===== src/hdl/xrke_pkg.sv =====
// ---------------------------------------------------------------------------
// xrke_pkg: shared types and constants for the RSA key extractor
// Item structs, parse phases, status codes and the rsaEncryption OID table.
// ---------------------------------------------------------------------------
package xrke_pkg;

	localparam int MaxLengthBytes = 4;
	localparam logic [32:0] PosMax = 33'h1_FFFF_FFFF;

	typedef struct packed {
		logic [7:0] cert_byte;
		logic       end_of_cert;
	} in_item_t;

	typedef struct packed {
		logic [1:0]  kind;
		logic [7:0]  value;
		logic [31:0] modulus_bytes;
		logic        run_end;
	} out_item_t;

	typedef enum logic [4:0] {
		PH_CERT    = 5'd0,
		PH_TBS     = 5'd1,
		PH_VER     = 5'd2,
		PH_SERIAL  = 5'd3,
		PH_F4      = 5'd4,
		PH_F5      = 5'd5,
		PH_F6      = 5'd6,
		PH_SUBJECT = 5'd7,
		PH_SPKI    = 5'd8,
		PH_ALG     = 5'd9,
		PH_OID     = 5'd10,
		PH_BIT     = 5'd11,
		PH_RSASEQ  = 5'd12,
		PH_MOD     = 5'd13,
		PH_EXP     = 5'd14,
		PH_ALGREST = 5'd15,
		PH_UNUSED  = 5'd16,
		PH_DONE    = 5'd17
	} phase_t;

	typedef enum logic [1:0] {
		HS_TAG     = 2'd0,
		HS_LEN     = 2'd1,
		HS_LONG    = 2'd2,
		HS_CONTENT = 2'd3
	} hstep_t;

	localparam logic [1:0] KIND_MOD    = 2'd0;
	localparam logic [1:0] KIND_EXP    = 2'd1;
	localparam logic [1:0] KIND_STATUS = 2'd2;

	localparam logic [1:0] ERR_NONE   = 2'd0;
	localparam logic [1:0] ERR_MALF   = 2'd1;
	localparam logic [1:0] ERR_NOTRSA = 2'd2;

	localparam logic [7:0] TAG_SEQ  = 8'h30;
	localparam logic [7:0] TAG_INT  = 8'h02;
	localparam logic [7:0] TAG_BIT  = 8'h03;
	localparam logic [7:0] TAG_OID  = 8'h06;
	localparam logic [7:0] TAG_VER  = 8'hA0;
	localparam int         OidLen   = 9;

	function automatic logic [7:0] rsa_oid(input logic [3:0] idx);
		unique case (idx)
			4'd0:    rsa_oid = 8'h2a;
			4'd1:    rsa_oid = 8'h86;
			4'd2:    rsa_oid = 8'h48;
			4'd3:    rsa_oid = 8'h86;
			4'd4:    rsa_oid = 8'hf7;
			4'd5:    rsa_oid = 8'h0d;
			4'd6:    rsa_oid = 8'h01;
			4'd7:    rsa_oid = 8'h01;
			4'd8:    rsa_oid = 8'h01;
			default: rsa_oid = 8'h00;
		endcase
	endfunction

	// Container index bounding a header phase; 7 means unbounded.
	function automatic logic [2:0] lim_of(input phase_t ph);
		unique case (ph)
			PH_CERT:                    lim_of = 3'd7;
			PH_TBS:                     lim_of = 3'd0;
			PH_ALG, PH_BIT:             lim_of = 3'd2;
			PH_OID:                     lim_of = 3'd3;
			PH_RSASEQ, PH_MOD, PH_EXP:  lim_of = 3'd4;
			default:                    lim_of = 3'd1;
		endcase
	endfunction

	// Required tag and whether one is required.
	function automatic logic [8:0] tag_of(input phase_t ph);
		unique case (ph)
			PH_CERT, PH_TBS, PH_SPKI, PH_ALG, PH_RSASEQ: tag_of = {1'b1, TAG_SEQ};
			PH_OID:                                     tag_of = {1'b1, TAG_OID};
			PH_BIT:                                     tag_of = {1'b1, TAG_BIT};
			PH_MOD, PH_EXP:                             tag_of = {1'b1, TAG_INT};
			default:                                    tag_of = 9'd0;
		endcase
	endfunction

	function automatic logic [32:0] sat33(input logic [33:0] v);
		sat33 = v[33] ? PosMax : v[32:0];
	endfunction

endpackage


===== src/hdl/x509_rsa_key_extractor.sv =====
// ---------------------------------------------------------------------------
// x509_rsa_key_extractor: stream an RSA public key out of a DER certificate
// Parses one certificate byte per item, emits modulus and exponent bytes,
// and a status item on the last byte, with the modulus length if the status is good.
// ---------------------------------------------------------------------------
// A result is written into the result queue when its byte is accepted.
// Throughput: one byte per cycle while the queue has room; a byte that yields a
//   key byte and the status queues both, and the single output port sends them in turn.
// Reset: arst_n clears the parse state to await a certificate header and
//   empties the result queue; container ends need no reset.
module x509_rsa_key_extractor import xrke_pkg::*; (
	input  logic      clk,
	input  logic      arst_n,
	input  logic      in_valid,
	output logic      in_stall,
	input  in_item_t  in_data,
	output logic      out_valid,
	input  logic      out_stall,
	output out_item_t out_data
);

	logic      step, room;
	logic      key_vld, stat_vld;
	out_item_t key_res, stat_res, key_fix;

	// accept while the queue can take two more results
	assign in_stall = !room;
	assign step     = in_valid && !in_stall;

	xrke_parser u_parser (
		.clk      (clk),
		.arst_n   (arst_n),
		.step     (step),
		.item     (in_data),
		.key_vld  (key_vld),
		.key_res  (key_res),
		.stat_vld (stat_vld),
		.stat_res (stat_res)
	);

	// key byte closes the run unless the status follows it
	always_comb begin
		key_fix         = key_res;
		key_fix.run_end = !stat_vld;
	end

	xrke_outq u_outq (
		.clk    (clk),
		.arst_n (arst_n),
		.push_a (step && key_vld),
		.data_a (key_fix),
		.push_b (step && stat_vld),
		.data_b (stat_res),
		.room   (room),
		.valid  (out_valid),
		.data   (out_data),
		.stall  (out_stall)
	);

	a_status_kind: assert property (@(posedge clk) disable iff (!arst_n)
		out_valid && out_data.kind == KIND_STATUS |-> out_data.run_end)
		else $error("status item without run end");

	a_count_only_ok: assert property (@(posedge clk) disable iff (!arst_n)
		out_valid && out_data.value != 8'd0 && out_data.kind == KIND_STATUS
		|-> out_data.modulus_bytes == 32'd0)
		else $error("modulus count with bad status");

	a_key_zero_cnt: assert property (@(posedge clk) disable iff (!arst_n)
		out_valid && out_data.kind != KIND_STATUS |-> out_data.modulus_bytes == 32'd0)
		else $error("key item carries count");

endmodule


===== src/hdl/xrke_parser.sv =====
// ---------------------------------------------------------------------------
// xrke_parser: DER walk state and one-byte next-state logic
// Holds all parse state and turns one accepted byte into up to two results.
// ---------------------------------------------------------------------------
module xrke_parser import xrke_pkg::*; (
	input  logic      clk,
	input  logic      arst_n,
	input  logic      step,
	input  in_item_t  item,
	output logic      key_vld,
	output out_item_t key_res,
	output logic      stat_vld,
	output out_item_t stat_res
);

	phase_t      phase_q, ph_n, ph_eff;
	hstep_t      hstep_q, hs_n;
	logic [31:0] lacc_q, lacc_n;
	logic [2:0]  lleft_q, lleft_n;
	logic [32:0] pos_q, npos;
	logic [32:0] ends_q [6];
	logic [32:0] ends_n [6];
	logic [3:0]  oidx_q, oidx_n;
	logic        odiff_q, odiff_n;
	logic [1:0]  ferr_q, ferr_n;
	logic [31:0] mcnt_q, mcnt_n;
	logic        ais_q, ais_n;

	logic [7:0]  b;
	logic [2:0]  li;
	logic        has_lim;
	logic [32:0] lim, e;
	logic [8:0]  want;
	logic        hdr_err, hdr_fin;
	logic [31:0] lacc_h;
	logic        cdone;
	phase_t      cd_ph;
	logic        cd_fail2;
	logic        overrun;
	logic [1:0]  status;

	assign b    = item.cert_byte;
	assign npos = sat33({1'b0, pos_q} + 34'd1);

	always_comb begin
		ph_n     = phase_q;
		hs_n     = hstep_q;
		lacc_n   = lacc_q;
		lleft_n  = lleft_q;
		ends_n   = ends_q;
		oidx_n   = oidx_q;
		odiff_n  = odiff_q;
		ferr_n   = ferr_q;
		mcnt_n   = mcnt_q;
		ais_n    = ais_q;
		key_vld  = 1'b0;
		key_res  = '0;
		ph_eff   = phase_q;
		hdr_err  = 1'b0;
		hdr_fin  = 1'b0;
		lacc_h   = lacc_q;
		e        = '0;
		cdone    = 1'b0;
		cd_ph    = phase_q;
		cd_fail2 = 1'b0;
		li       = 3'd7;
		has_lim  = 1'b0;
		lim      = '0;
		want     = '0;

		if (phase_q <= PH_EXP && hstep_q == HS_CONTENT) begin
			// content byte
			if (phase_q == PH_OID) begin
				if (oidx_q < 4'(OidLen)) begin
					if (b != rsa_oid(oidx_q)) odiff_n = 1'b1;
				end else begin
					odiff_n = 1'b1;
				end
				if (oidx_q != 4'd15) oidx_n = oidx_q + 4'd1;
			end else if (phase_q == PH_MOD || phase_q == PH_EXP) begin
				if (!(ais_q && b == 8'd0)) begin
					key_vld       = 1'b1;
					key_res.kind  = (phase_q == PH_MOD) ? KIND_MOD : KIND_EXP;
					key_res.value = b;
					if (phase_q == PH_MOD && mcnt_q != 32'hFFFF_FFFF)
						mcnt_n = mcnt_q + 32'd1;
				end
				ais_n = 1'b0;
			end
			if (npos >= ends_q[5]) cdone = 1'b1;
			cd_ph = phase_q;
		end else if (phase_q <= PH_EXP) begin
			// header byte
			if (phase_q == PH_VER && hstep_q == HS_TAG && b != TAG_VER) ph_eff = PH_SERIAL;
			ph_n    = ph_eff;
			li      = lim_of(ph_eff);
			has_lim = (li != 3'd7);
			lim     = has_lim ? ends_q[li] : '0;
			want    = tag_of(ph_eff);
			if (has_lim && pos_q >= lim) begin
				hdr_err = 1'b1;
			end else begin
				unique case (hstep_q)
					HS_TAG: begin
						if (want[8] && b != want[7:0]) hdr_err = 1'b1;
						else hs_n = HS_LEN;
					end
					HS_LEN: begin
						if (!b[7]) begin
							lacc_h  = {24'd0, b};
							hdr_fin = 1'b1;
						end else if (b[6:0] > 7'(MaxLengthBytes)) begin
							hdr_err = 1'b1;
						end else begin
							lacc_h = '0;
							if (b[6:0] != 7'd0) begin
								lleft_n = b[2:0];
								hs_n    = HS_LONG;
							end else begin
								hdr_fin = 1'b1;
							end
						end
					end
					default: begin
						lacc_h = {lacc_q[23:0], b};
						if (lleft_q > 3'd1) lleft_n = lleft_q - 3'd1;
						else begin
							lleft_n = '0;
							hdr_fin = 1'b1;
						end
					end
				endcase
				lacc_n = lacc_h;
				e = sat33({1'b0, npos} + {2'b0, lacc_h});
				if (hdr_fin && has_lim && e > lim) begin
					hdr_err = 1'b1;
					hdr_fin = 1'b0;
				end
			end
			if (hdr_fin) begin
				hs_n = HS_TAG;
				unique case (ph_eff)
					PH_CERT: begin ends_n[0] = e; ph_n = PH_TBS; end
					PH_TBS:  begin ends_n[1] = e; ph_n = PH_VER; end
					PH_SPKI: begin ends_n[2] = e; ph_n = PH_ALG; end
					PH_ALG:  begin ends_n[3] = e; ph_n = PH_OID; end
					PH_BIT: begin
						if (lacc_h == 32'd0) hdr_err = 1'b1;
						else begin
							ends_n[4] = e;
							ph_n      = PH_UNUSED;
						end
					end
					PH_RSASEQ: ph_n = PH_MOD;
					default: begin
						if (ph_eff == PH_OID && lacc_h != 32'(OidLen)) begin
							ferr_n = (ferr_q == ERR_NONE) ? ERR_NOTRSA : ferr_q;
							ph_n   = PH_DONE;
						end else begin
							ends_n[5] = e;
							oidx_n    = '0;
							odiff_n   = 1'b0;
							ais_n     = 1'b1;
							hs_n      = HS_CONTENT;
							if (e <= npos) begin
								cdone = 1'b1;
								cd_ph = ph_eff;
							end
						end
					end
				endcase
			end
		end else if (phase_q == PH_ALGREST) begin
			if (npos >= ends_q[3]) begin
				ph_n = PH_BIT;
				hs_n = HS_TAG;
			end
		end else if (phase_q == PH_UNUSED) begin
			if (b != 8'd0) hdr_err = 1'b1;
			else begin
				ph_n = PH_RSASEQ;
				hs_n = HS_TAG;
			end
		end

		// close an element's content
		if (cdone) begin
			hs_n = HS_TAG;
			if (cd_ph >= PH_VER && cd_ph <= PH_SUBJECT) begin
				ph_n = phase_t'(cd_ph + 5'd1);
			end else if (cd_ph == PH_OID) begin
				if (odiff_n || oidx_n != 4'(OidLen)) cd_fail2 = 1'b1;
				else ph_n = (npos >= ends_q[3]) ? PH_BIT : PH_ALGREST;
			end else if (cd_ph == PH_MOD) begin
				ph_n = PH_EXP;
			end else begin
				ph_n = PH_DONE;
			end
		end

		if (hdr_err) begin
			if (ferr_q == ERR_NONE) ferr_n = ERR_MALF;
			ph_n = PH_DONE;
			hs_n = HS_TAG;
		end else if (cd_fail2) begin
			if (ferr_q == ERR_NONE) ferr_n = ERR_NOTRSA;
			ph_n = PH_DONE;
			hs_n = HS_TAG;
		end
	end

	// final status
	always_comb begin
		overrun = (ph_n == PH_CERT) || (ends_n[0] > npos);
		if (overrun) status = ERR_MALF;
		else if (ferr_n != ERR_NONE) status = ferr_n;
		else status = (ph_n == PH_DONE) ? ERR_NONE : ERR_MALF;
		stat_vld               = item.end_of_cert;
		stat_res.kind          = KIND_STATUS;
		stat_res.value         = {6'd0, status};
		stat_res.modulus_bytes = (status == ERR_NONE) ? mcnt_n : 32'd0;
		stat_res.run_end       = 1'b1;
	end

	always_ff @(posedge clk or negedge arst_n) begin
		if (!arst_n) begin
			phase_q <= PH_CERT;
			hstep_q <= HS_TAG;
			lacc_q  <= '0;
			lleft_q <= '0;
			pos_q   <= '0;
			oidx_q  <= '0;
			odiff_q <= 1'b0;
			ferr_q  <= ERR_NONE;
			mcnt_q  <= '0;
			ais_q   <= 1'b0;
		end else if (step) begin
			if (item.end_of_cert) begin
				phase_q <= PH_CERT;
				hstep_q <= HS_TAG;
				lacc_q  <= '0;
				lleft_q <= '0;
				pos_q   <= '0;
				oidx_q  <= '0;
				odiff_q <= 1'b0;
				ferr_q  <= ERR_NONE;
				mcnt_q  <= '0;
				ais_q   <= 1'b0;
			end else begin
				phase_q <= ph_n;
				hstep_q <= hs_n;
				lacc_q  <= lacc_n;
				lleft_q <= lleft_n;
				pos_q   <= npos;
				oidx_q  <= oidx_n;
				odiff_q <= odiff_n;
				ferr_q  <= ferr_n;
				mcnt_q  <= mcnt_n;
				ais_q   <= ais_n;
			end
		end
	end

	// container ends: written before read, no reset
	always_ff @(posedge clk) begin
		if (step) ends_q <= ends_n;
	end

endmodule


===== src/hdl/xrke_outq.sv =====
// ---------------------------------------------------------------------------
// xrke_outq: four-entry result queue
// Buffers up to two results per byte and drains one per cycle while not stalled.
// ---------------------------------------------------------------------------
module xrke_outq import xrke_pkg::*; (
	input  logic      clk,
	input  logic      arst_n,
	input  logic      push_a,
	input  out_item_t data_a,
	input  logic      push_b,
	input  out_item_t data_b,
	output logic      room,
	output logic      valid,
	output out_item_t data,
	input  logic      stall
);

	out_item_t  mem_q [4];
	logic [1:0] rd_q, wr_q;
	logic [2:0] cnt_q;
	logic       pop;
	logic [1:0] npush;

	assign valid = (cnt_q != 3'd0);
	assign data  = mem_q[rd_q];
	assign pop   = valid && !stall;
	assign npush = {1'b0, push_a} + {1'b0, push_b};
	// at least two free slots, not counting this cycle's pop
	assign room  = (cnt_q <= 3'd2);

	always_ff @(posedge clk) begin
		if (push_a) mem_q[wr_q] <= data_a;
		if (push_b) mem_q[push_a ? wr_q + 2'd1 : wr_q] <= data_b;
	end

	always_ff @(posedge clk or negedge arst_n) begin
		if (!arst_n) begin
			rd_q  <= '0;
			wr_q  <= '0;
			cnt_q <= '0;
		end else begin
			wr_q  <= wr_q + npush;
			if (pop) rd_q <= rd_q + 2'd1;
			cnt_q <= cnt_q + {1'b0, npush} - {2'b0, pop};
		end
	end

endmodule


===== config.mk =====
export PLATFORM = sky130hd
export DESIGN_NAME = x509_rsa_key_extractor
export DESIGN_NICKNAME = d
export VERILOG_FILES = /design/src/hdl/xrke_pkg.sv /design/src/hdl/x509_rsa_key_extractor.sv /design/src/hdl/xrke_parser.sv /design/src/hdl/xrke_outq.sv
export SDC_FILE = /design/constraint.sdc
export NUM_CORES = 1
export LEC_CHECK = 0
export BUFFER_PORTS_ARGS = -buffer_cell sky130_fd_sc_hd__buf_2
export CORE_UTILIZATION = 45
export CTS_CLUSTER_SIZE = 20
export DETAILED_ROUTE_END_ITERATION = 16
export RECOVER_POWER = 50
export SYNTH_ARGS = -nofsm -noshare
export SYNTH_HDL_FRONTEND = slang
export SYNTH_HIERARCHICAL = 1
export SYNTH_SLANG_ARGS = --single-unit

===== constraint.sdc =====
create_clock -name clk -period 9.8 [get_ports clk]
set_input_delay 1.47 -clock clk [delete_from_list [all_inputs] [get_ports clk]]
set_output_delay 1.47 -clock clk [all_outputs]
set_load 0.05 [all_outputs]

[Word level (Yosys, flattened, before mapping)]
Memories as Yosys holds them, arrays and structs flattened.
Cells that the tools add are included.
W data, S select, Z words.
Word-level totals
  bits in registers: 320
  bits in read-only memories: 272
  word-level logic and storage cells: 337
  memories: 4
  bits of input ports: 13
  bits in writable memories: 172
  output and inout port bits: 45
Memory list
  u_outq.mem_q: depth 4, bits a word 43, rd ports 1, clocked after memory_dff 0, wr ports 2, RTL line xrke_outq.sv:18  | out_item_t mem_q [4];
  (no name shown): depth 16, bits a word 8, rd ports 1, clocked after memory_dff 0, wr ports 0, RTL line xrke_pkg.sv:66  | unique case (idx)
  (no name shown): depth 16, bits a word 6, rd ports 1, clocked after memory_dff 0, wr ports 0, RTL line xrke_pkg.sv:94  | unique case (ph)
  (no name shown): depth 16, bits a word 3, rd ports 1, clocked after memory_dff 0, wr ports 0, RTL line xrke_pkg.sv:82  | unique case (ph)
Cells by class
  muxes and demuxes: 193
  reduce and logical (&&, ||, !) cells: 46
  order comparisons: 14
  bitwise operators: 5
  equality and inequality tests: 44
  add/subtract/negate cells: 12
Operator list (count)
  $mux W198: 3
  $mux W33: 17
  $mux W32: 16
  $mux W5: 26
  $bmux W33 S3: 1
  $ge A33 B33 Y1: 3
  $gt A33 B33 Y1: 2
  $mux W2: 32
  $pmux W32 S2: 1
  $mux W1: 62
  $eq A5 B4 Y1 const B: 11
  $mux W10: 4
  $ne A8 B5 Y1 const B: 5
  $mux W3: 12
  $add A33 B1 Y34 const B: 1
  $add A33 B32 Y34: 1
  $le A33 B33 Y1: 1
  $add A32 B1 Y32 const B: 1
  $logic_not A32 Y1: 1
  $mux W4: 8
  $ne A32 B32 Y1 const B: 1
  $ne A32 B4 Y1 const B: 1
  $pmux W5 S6: 1
  $mux W9: 3
  55 further kinds: 100

[Longest topological paths before layout]
Gate-level depths: netlist of the first run.
An unclocked memory read counts as a cell.
  word-level depth: 45
  depth in mapped cells: 55
  depth with buffers taken out: 48

[Hierarchy]
Netlist of the first run, hierarchy kept.
Modules (own cells, without submodules)
  xrke_parser: cells each 2603, area an instance 23314.9 sq um, instances 1, seq. area each 8823.5 sq um
  xrke_outq: cells each 468, area an instance 8877.3 sq um, instances 1, seq. area each 5340.1 sq um
  x509_rsa_key_extractor: cells each 5, area an instance 27.5 sq um, instances 1, seq. area each 0.0 sq um

[Least setup slack after synthesis of the first run]
Ideal clock, no wire load.
  path kind: input -> register
  start: input in_data[6] in the netlist's numbering
  end: memory u_outq/mem_q[2][20] in the netlist's numbering (data pin)
  library setup time: 130 ps
  setup slack: -1607 ps
  arrival time: 11277 ps
  cell stages on the path: 49
  buffers on the path: 7
  cell sequence: clkbuf_1 > nor4_1 > a21o_1 > a21oi_1 > clkbuf_1 > a22o_1 > ha_1 > a21oi_1 > o2111a_1 > a211o_1 > o21ai_0 > nand2_1 > o311a_1 > o21bai_1 > nand3_1 > a31oi_1 > a22o_1 > buf_1 > (+13 left out) > nor2_1 > a21oi_1 > ha_1 > a21o_1 > a21o_1 > a21o_1 > a21o_1 > a21o_1 > a21o_1 > a21oi_1 > nor3_1 > a2111oi_0 > a21oi_1 > nor4b_1 > nand3_2 > buf_6 > nor2_1 > mux2_2
RTL lines
  start, declared: RTL line x509_rsa_key_extractor.sv:16  | input in_item_t in_data,
  end, declared: RTL line xrke_outq.sv:18

==> impl_metrics.ini, run 1 <==
[cts]
cts_tree = built
max-clock-path-buffers = 3
cts_buffers = 55
cts_root_buffer = clkbuf_16
clk_latency_ns = 0.65
cts.htree.levels = 2
clock-sinks = 492
clkTransAtPathRegs_ns = 0.06

[sta]
drv_slew = 336
fin_skew_ns = 0.04147
period_share = 1.015
fin_crit_ns = 9.949
fin_ws_ns = -0.1486
grt_setup_unrepaired = yes
hold_violations = 0
worstMarginPinSlew_ns = 4.630
finalSetupViolCount = 128
fmax_mhz = 100.5
max-slew-margin-rel = -2.086

[place]
io_buffers = 57
pre_cts_ws_ns = -1.632
place.gp.congestion = 0.9529
hpwl_mm = 73.72

[global_route]
busiest_layer = met2
antenna_found_initial = 0
grt_pass1_wl_mm = 161.7
grtUsageMet1 = 0.3736
grt-ovfl-total = 0
grt_usage = 0.2876
grt_pass1_vias = 27175
use_met2 = 0.4902
use_met3 = 0.03527
grt_start_max_net_pins = 93

[synth]
synth.avg_cell_area_um2 = 10.48
syn_area_um2 = 32210
syn_inst = 3075
ys_warn_count = 6

[outcome]
violations = capacitance limit, slew limit, setup timing
status = finished, violations left

[routing]
num_vias = 26804
ant_nets = 0
viasPerCell = 5.726
routed_wl_mm = 107.9
drt_first_pass_iters = 6
drtIter0Drc = 1868
drc = 0
wl_per_cell_um = 23.04

[critical_path]
cp-start-kind = input port
cp_data_arrival_time_ns = 10.35
crit_type = in -> reg
slowest_delay_ns = 0.39
slowest_stage = a311o_1
crit_fanout = 11
crit_path_end_kind = flip-flop
crit_required_ns = 10.20

[cells_and_area]
drive_above_1_share = 0.3421
post-route-util = 0.6041
syn2layout_area_growth_pct = 32.00
num-fill-cells = 5794
final_nets = 3964

[pwr]
powerDensity_nw_per_um2 = 392.1
vdd_drop_max_v = 0.0002927
p_leak_nw = 18.49
total_power_mw = 16.67

[floorplan]
chipWidth_um = 269.6
die_h_um = 269.6
core_um2 = 70390
num_io_pins = 58
start_util = 0.4576
rows = 97
die-area_um2 = 72660

[min_path]
hp-class = reg -> reg

[flow_run]
max_cap_viol_count = 8
==> power breakdown <==
group	switching (mW)	internal [mW]	total, mW	leakage, nW
registers	0.204	2.69	2.90	4.91
clock network	0.924	1.33	2.26	0.945
logic	6.22	5.30	11.5	12.6
==> registers in the layout, indices dropped and copies added (netlist names), 2 cells and up <==
signal / count
u_parser/ferr_q: 2
u_parser/phase_q: 5
u_outq/mem_q: 172
u_parser/hstep_q: 2
u_parser/ends_q: 198
u_parser/oidx_q: 4
u_outq/rd_q: 2
u_parser/mcnt_q: 32
u_outq/cnt_q: 3
u_parser/pos_q: 33
u_outq/wr_q: 2
u_parser/lacc_q: 32
u_parser/lleft_q: 3
==> area by class of cell <==
type / count / area, um^2 / share of cell area
Multi-Input combinational cell: 2204 / 18500 / 0.4350
Sequential cell: 492 / 14160 / 0.3331
Timing Repair Buffer: 708 / 5842 / 0.1374
Clock buffer: 70 / 1463 / 0.03440
Tap cell: 940 / 1176 / 0.02766
Inverter: 231 / 867.1 / 0.02039
Clock inverter: 34 / 505.5 / 0.01189
Antenna cell: 2 / 5.005 / 0.0001177
==> cells in the final DEF, fill, tap and decap left out, types with 24 or more instances in the layout <==
cell type	count
mux4_2	43
a21oi_1	136
a22o_1	63
nor3_1	33
o21ai_0	65
a31o_2	30
edfxtp_1	370
o21a_1	36
ha_1	234
conb_1	42
nand2_1	276
inv_1	220
a21oi_2	35
dfrtp_1	121
mux2_2	72
nand4_1	47
buf_6	24
mux2_4	91
clkbuf_1	65
nor2_4	44
xnor2_1	83
a21o_1	65
buf_12	34
nor2_1	193
clkbuf_16	60
buf_4	577
nand3_1	64
o22ai_1	65
==> path summary, 6_finish.rpt <==
path | start | end | slack, ns | cells past startpoint
max in group asynchronous | arst_n | u_outq/rd_q[1] | 2.53 | 2
max reg2reg | u_parser/pos_q[18] | u_outq/mem_q[2][23] | -0.10 | 55
min | u_parser/lleft_q[1] | u_parser/lleft_q[1] | 0.50 | 2
max | in_data[1] | u_outq/mem_q[2][23] | -0.15 | 47
min in group asynchronous | arst_n | u_parser/pos_q[30] | 2.51 | 1
min reg2reg | u_parser/lleft_q[1] | u_parser/lleft_q[1] | 0.50 | 2
==> timing repair <==
item                       in CTS  in global routing
pin swaps                      52                 98
hold buffers                    0                  0
setup buffers                  48                 58
resized for setup             181                175
gates cloned                    9                  5
setup endpoints to repair     140                139
==> worst max-delay path: cells and delay by family <==
family | cells | cell delay [ns]
adders and majority gates | 3 | 0.68
muxes | 1 | 0.31
buffers and inverters | 9 | 1.42
and+or+nand+nor | 11 | 1.41
AOI/OAI and AO/OA | 23 | 5.00
==> metal layers <==
metal / up-vias / wire (um)
li1: 12548 / -
met1: 13242 / 45740
met2: 793 / 51700
met3: 221 / 5781
met4: 0 / 4637
met5: - / 0
==> per-stage QoR <==
stage               instances  setup TNS [ns]  hold slack (ns)  cell area [um^2]
detailed placement       4461         -221.35           0.4882             37770
floorplan                3115          -58.87           0.4485             33080
finish                   4681          -10.30           0.5039             42520
CTS                      4621          -19.52           0.5019             41290
global route             4679          -66.24           0.5245             42520
global placement         4461         -212.38           0.4628             37770
No activity file was read; power rests on OpenSTA's default activity.
==> run 2: changes to the inputs <==
CORE_MARGIN = 4   (was unset)
clock period = 9 ns   (was 9.8 ns; I/O delays follow)
==> run 2 against run 1 <==
  * The flow still finishes with violations (capacitance limit, slew limit, setup timing)
  * Cell area grew 0.29%
  * Non-clock buffer count grew 45
  * Global-route usage shrank 2.0 points
  * Sequential power grew 9.0%
  * Clock skew grew 0.0076 ns
  * Critical path depth grew 6
  * Sequential cell count is the same
  * Clock power grew 4%
  * Hold slack lost 0.023 ns
  * Critical endpoint is now u_outq/mem_q[0][33]
  * Largest cell class unchanged
  * Largest power group unchanged
==> impl_metrics.ini, run 2 (synthesis gave the netlist of run 1 again) <==
[outcome]
status = finished, violations left
violations = capacitance limit, slew limit, setup timing

[cts]
clock-sinks = 492
max-clock-path-buffers = 3
hold_buffers = 0
clk_latency_ns = 0.64
cts.htree.levels = 2
cts_tree = built
cts_buffers = 56
clkTransAtPathRegs_ns = 0.06
cts_root_buffer = clkbuf_16

[cells_and_area]
instances_no_fill = 4726
final_nets = 4010
syn2layout_area_growth_pct = 32.38
num-fill-cells = 5870
final_common_cell = buf_4
reg_top3 = u_parser/ends_q (198), u_outq/mem_q (172), u_parser/pos_q (33)
final_area_um2 = 42640
final_cell_mix = buf_4 (613), edfxtp_1 (370), nand2_1 (285)
largest_register_ffs = 198
top_register = u_parser/ends_q
drive_above_1_share = 0.3559

[critical_path]
crit_type = reg -> reg
crit_path_end_kind = flip-flop
r2r_cells = 53
crit_fanout = 7
critPathTopFamily = compound AO/OA/AOI/OAI gates
cp_num_buf_inv = 8
slowest_stage = or3_1
crit_required_ns = 9.38
cp-start-kind = flip-flop
cp_data_arrival_time_ns = 10.47
r2r_start = u_parser/pos_q[25]
r2r-end = u_outq/mem_q[0][33]
cpMostUsedCell = a21o_1
rrSetupSlack_ns = -1.08
slowest_delay_ns = 0.41

[sta]
max-slew-margin-rel = -1.822
fin_skew_ns = 0.04907
fin_crit_ns = 10.08
finalSetupViolCount = 137
period_share = 1.120
fmax_mhz = 99.18
hold_violations = 0
worstMarginPinSlew_ns = 4.233
worst_hold_slack_ns = 0.4810
drv_slew = 486
fin_ws_ns = -1.083
grt_setup_unrepaired = yes

[routing]
drt_first_pass_iters = 6
routed_wl_mm = 105.5
wl_per_cell_um = 22.33
viasPerCell = 5.756
drtIter0Drc = 2231
ant_nets = 0
drc = 0
num_vias = 27204

[flow_run]
max_cap_viol_count = 9

[global_route]
grt_start_max_net_pins = 96
grt-ovfl-total = 0
grt_pass1_vias = 27479
grt_usage = 0.2680
antenna_found_initial = 1
grt_pass1_wl_mm = 158.2

[min_path]
whs_path_depth = 2
worstHoldStart = u_parser/lleft_q[1]
hp-class = reg -> reg
holdPathEnd = u_parser/lleft_q[1]

[place]
hpwl_mm = 74.73
placed_area_um2 = 38500
io_buffers = 57
place_inst = 4538
place.gp.congestion = 0.9711

[pwr]
comb_power_share = 0.697
p_leak_nw = 18.53
power_frac_clock = 0.129
p_sw_mw = 7.904
vdd_drop_max_v = 0.0002577
powerDensity_nw_per_um2 = 425.8
seqPwrFrac = 0.174
p_int_mw = 10.25
sw_frac_of_total = 0.4353

[floorplan]
core_um2 = 70510
die_h_um = 275.6
chipWidth_um = 275.6
start_util = 0.4568
num_io_pins = 58
rows = 97
die-area_um2 = 75930
[run 2: worst max path at each step]
stage | start | endpoint | cells past startpoint
finish | u_parser/pos_q[25] | u_outq/mem_q[0][33] | 53
global route | u_parser/pos_q[25] | u_outq/mem_q[0][33] | 52
floorplan | in_data[5] | u_outq/mem_q[0][33] | 47
global placement | in_data[5] | u_outq/mem_q[0][33] | 47
detailed placement | in_data[5] | u_outq/mem_q[2][7] | 45
CTS | in_data[4] | u_outq/mem_q[0][33] | 47
[run 2: timing repair]
action	in CTS	in global routing
gates cloned	5	8
endpoints found under the setup margin	144	144
setup buffers	30	45
resized for setup	145	191
pin swaps	60	77
hold endpoints to repair	0	0
[run 2: through the flow]
stage	worst slack, ns	TNS (ns)	total power [mW]	util
2_1_floorplan	-1.256	-151.12	8.786	-
3_3_place_gp	-2.135	-290.07	13.56	0.5461
3_5_place_dp	-2.258	-310.24	13.77	0.5461
4_1_cts	-1.082	-131.20	16.85	0.5864
5_1_grt	-1.384	-171.43	19.19	0.6047
6_report	-1.083	-120.43	18.16	0.6047
[run 2: tightest hold or removal path, stage by stage (launching register included)]
cell     delay (ns)
dfrtp_1        0.34
nand2_1        0.05
o31ai_1        0.06
[run 2: metal layers]
metal / part of all wire / global-route usage
met5: 0 / 0
met4: 0.036 / 0.08530
met3: 0.050 / 0.02982
met2: 0.49 / 0.4700
met1: 0.42 / 0.3486
[run 2: cell type report]
class / count / area, um^2 / share of cell area
clock inverters: 36 / 399.1 / 0.009360
inverters: 231 / 874.6 / 0.02051
diodes: 1 / 2.502 / 0.00005868
repair buffers: 753 / 6201 / 0.1454
well taps: 940 / 1176 / 0.02758
flip-flops and latches: 492 / 14160 / 0.3322
clock buffers: 69 / 1500 / 0.03518
multi-input cells: 2204 / 18320 / 0.4297
[run 2: power groups by stage]
stage,combinational (mW),sequential [mW],clock (mW)
finish,12.7,3.16,2.34
CTS,11.3,3.15,2.39
detailed placement,10.6,3.19,0
global route,13.5,3.19,2.49
global placement,10.4,3.17,0
floorplan,5.65,3.14,0
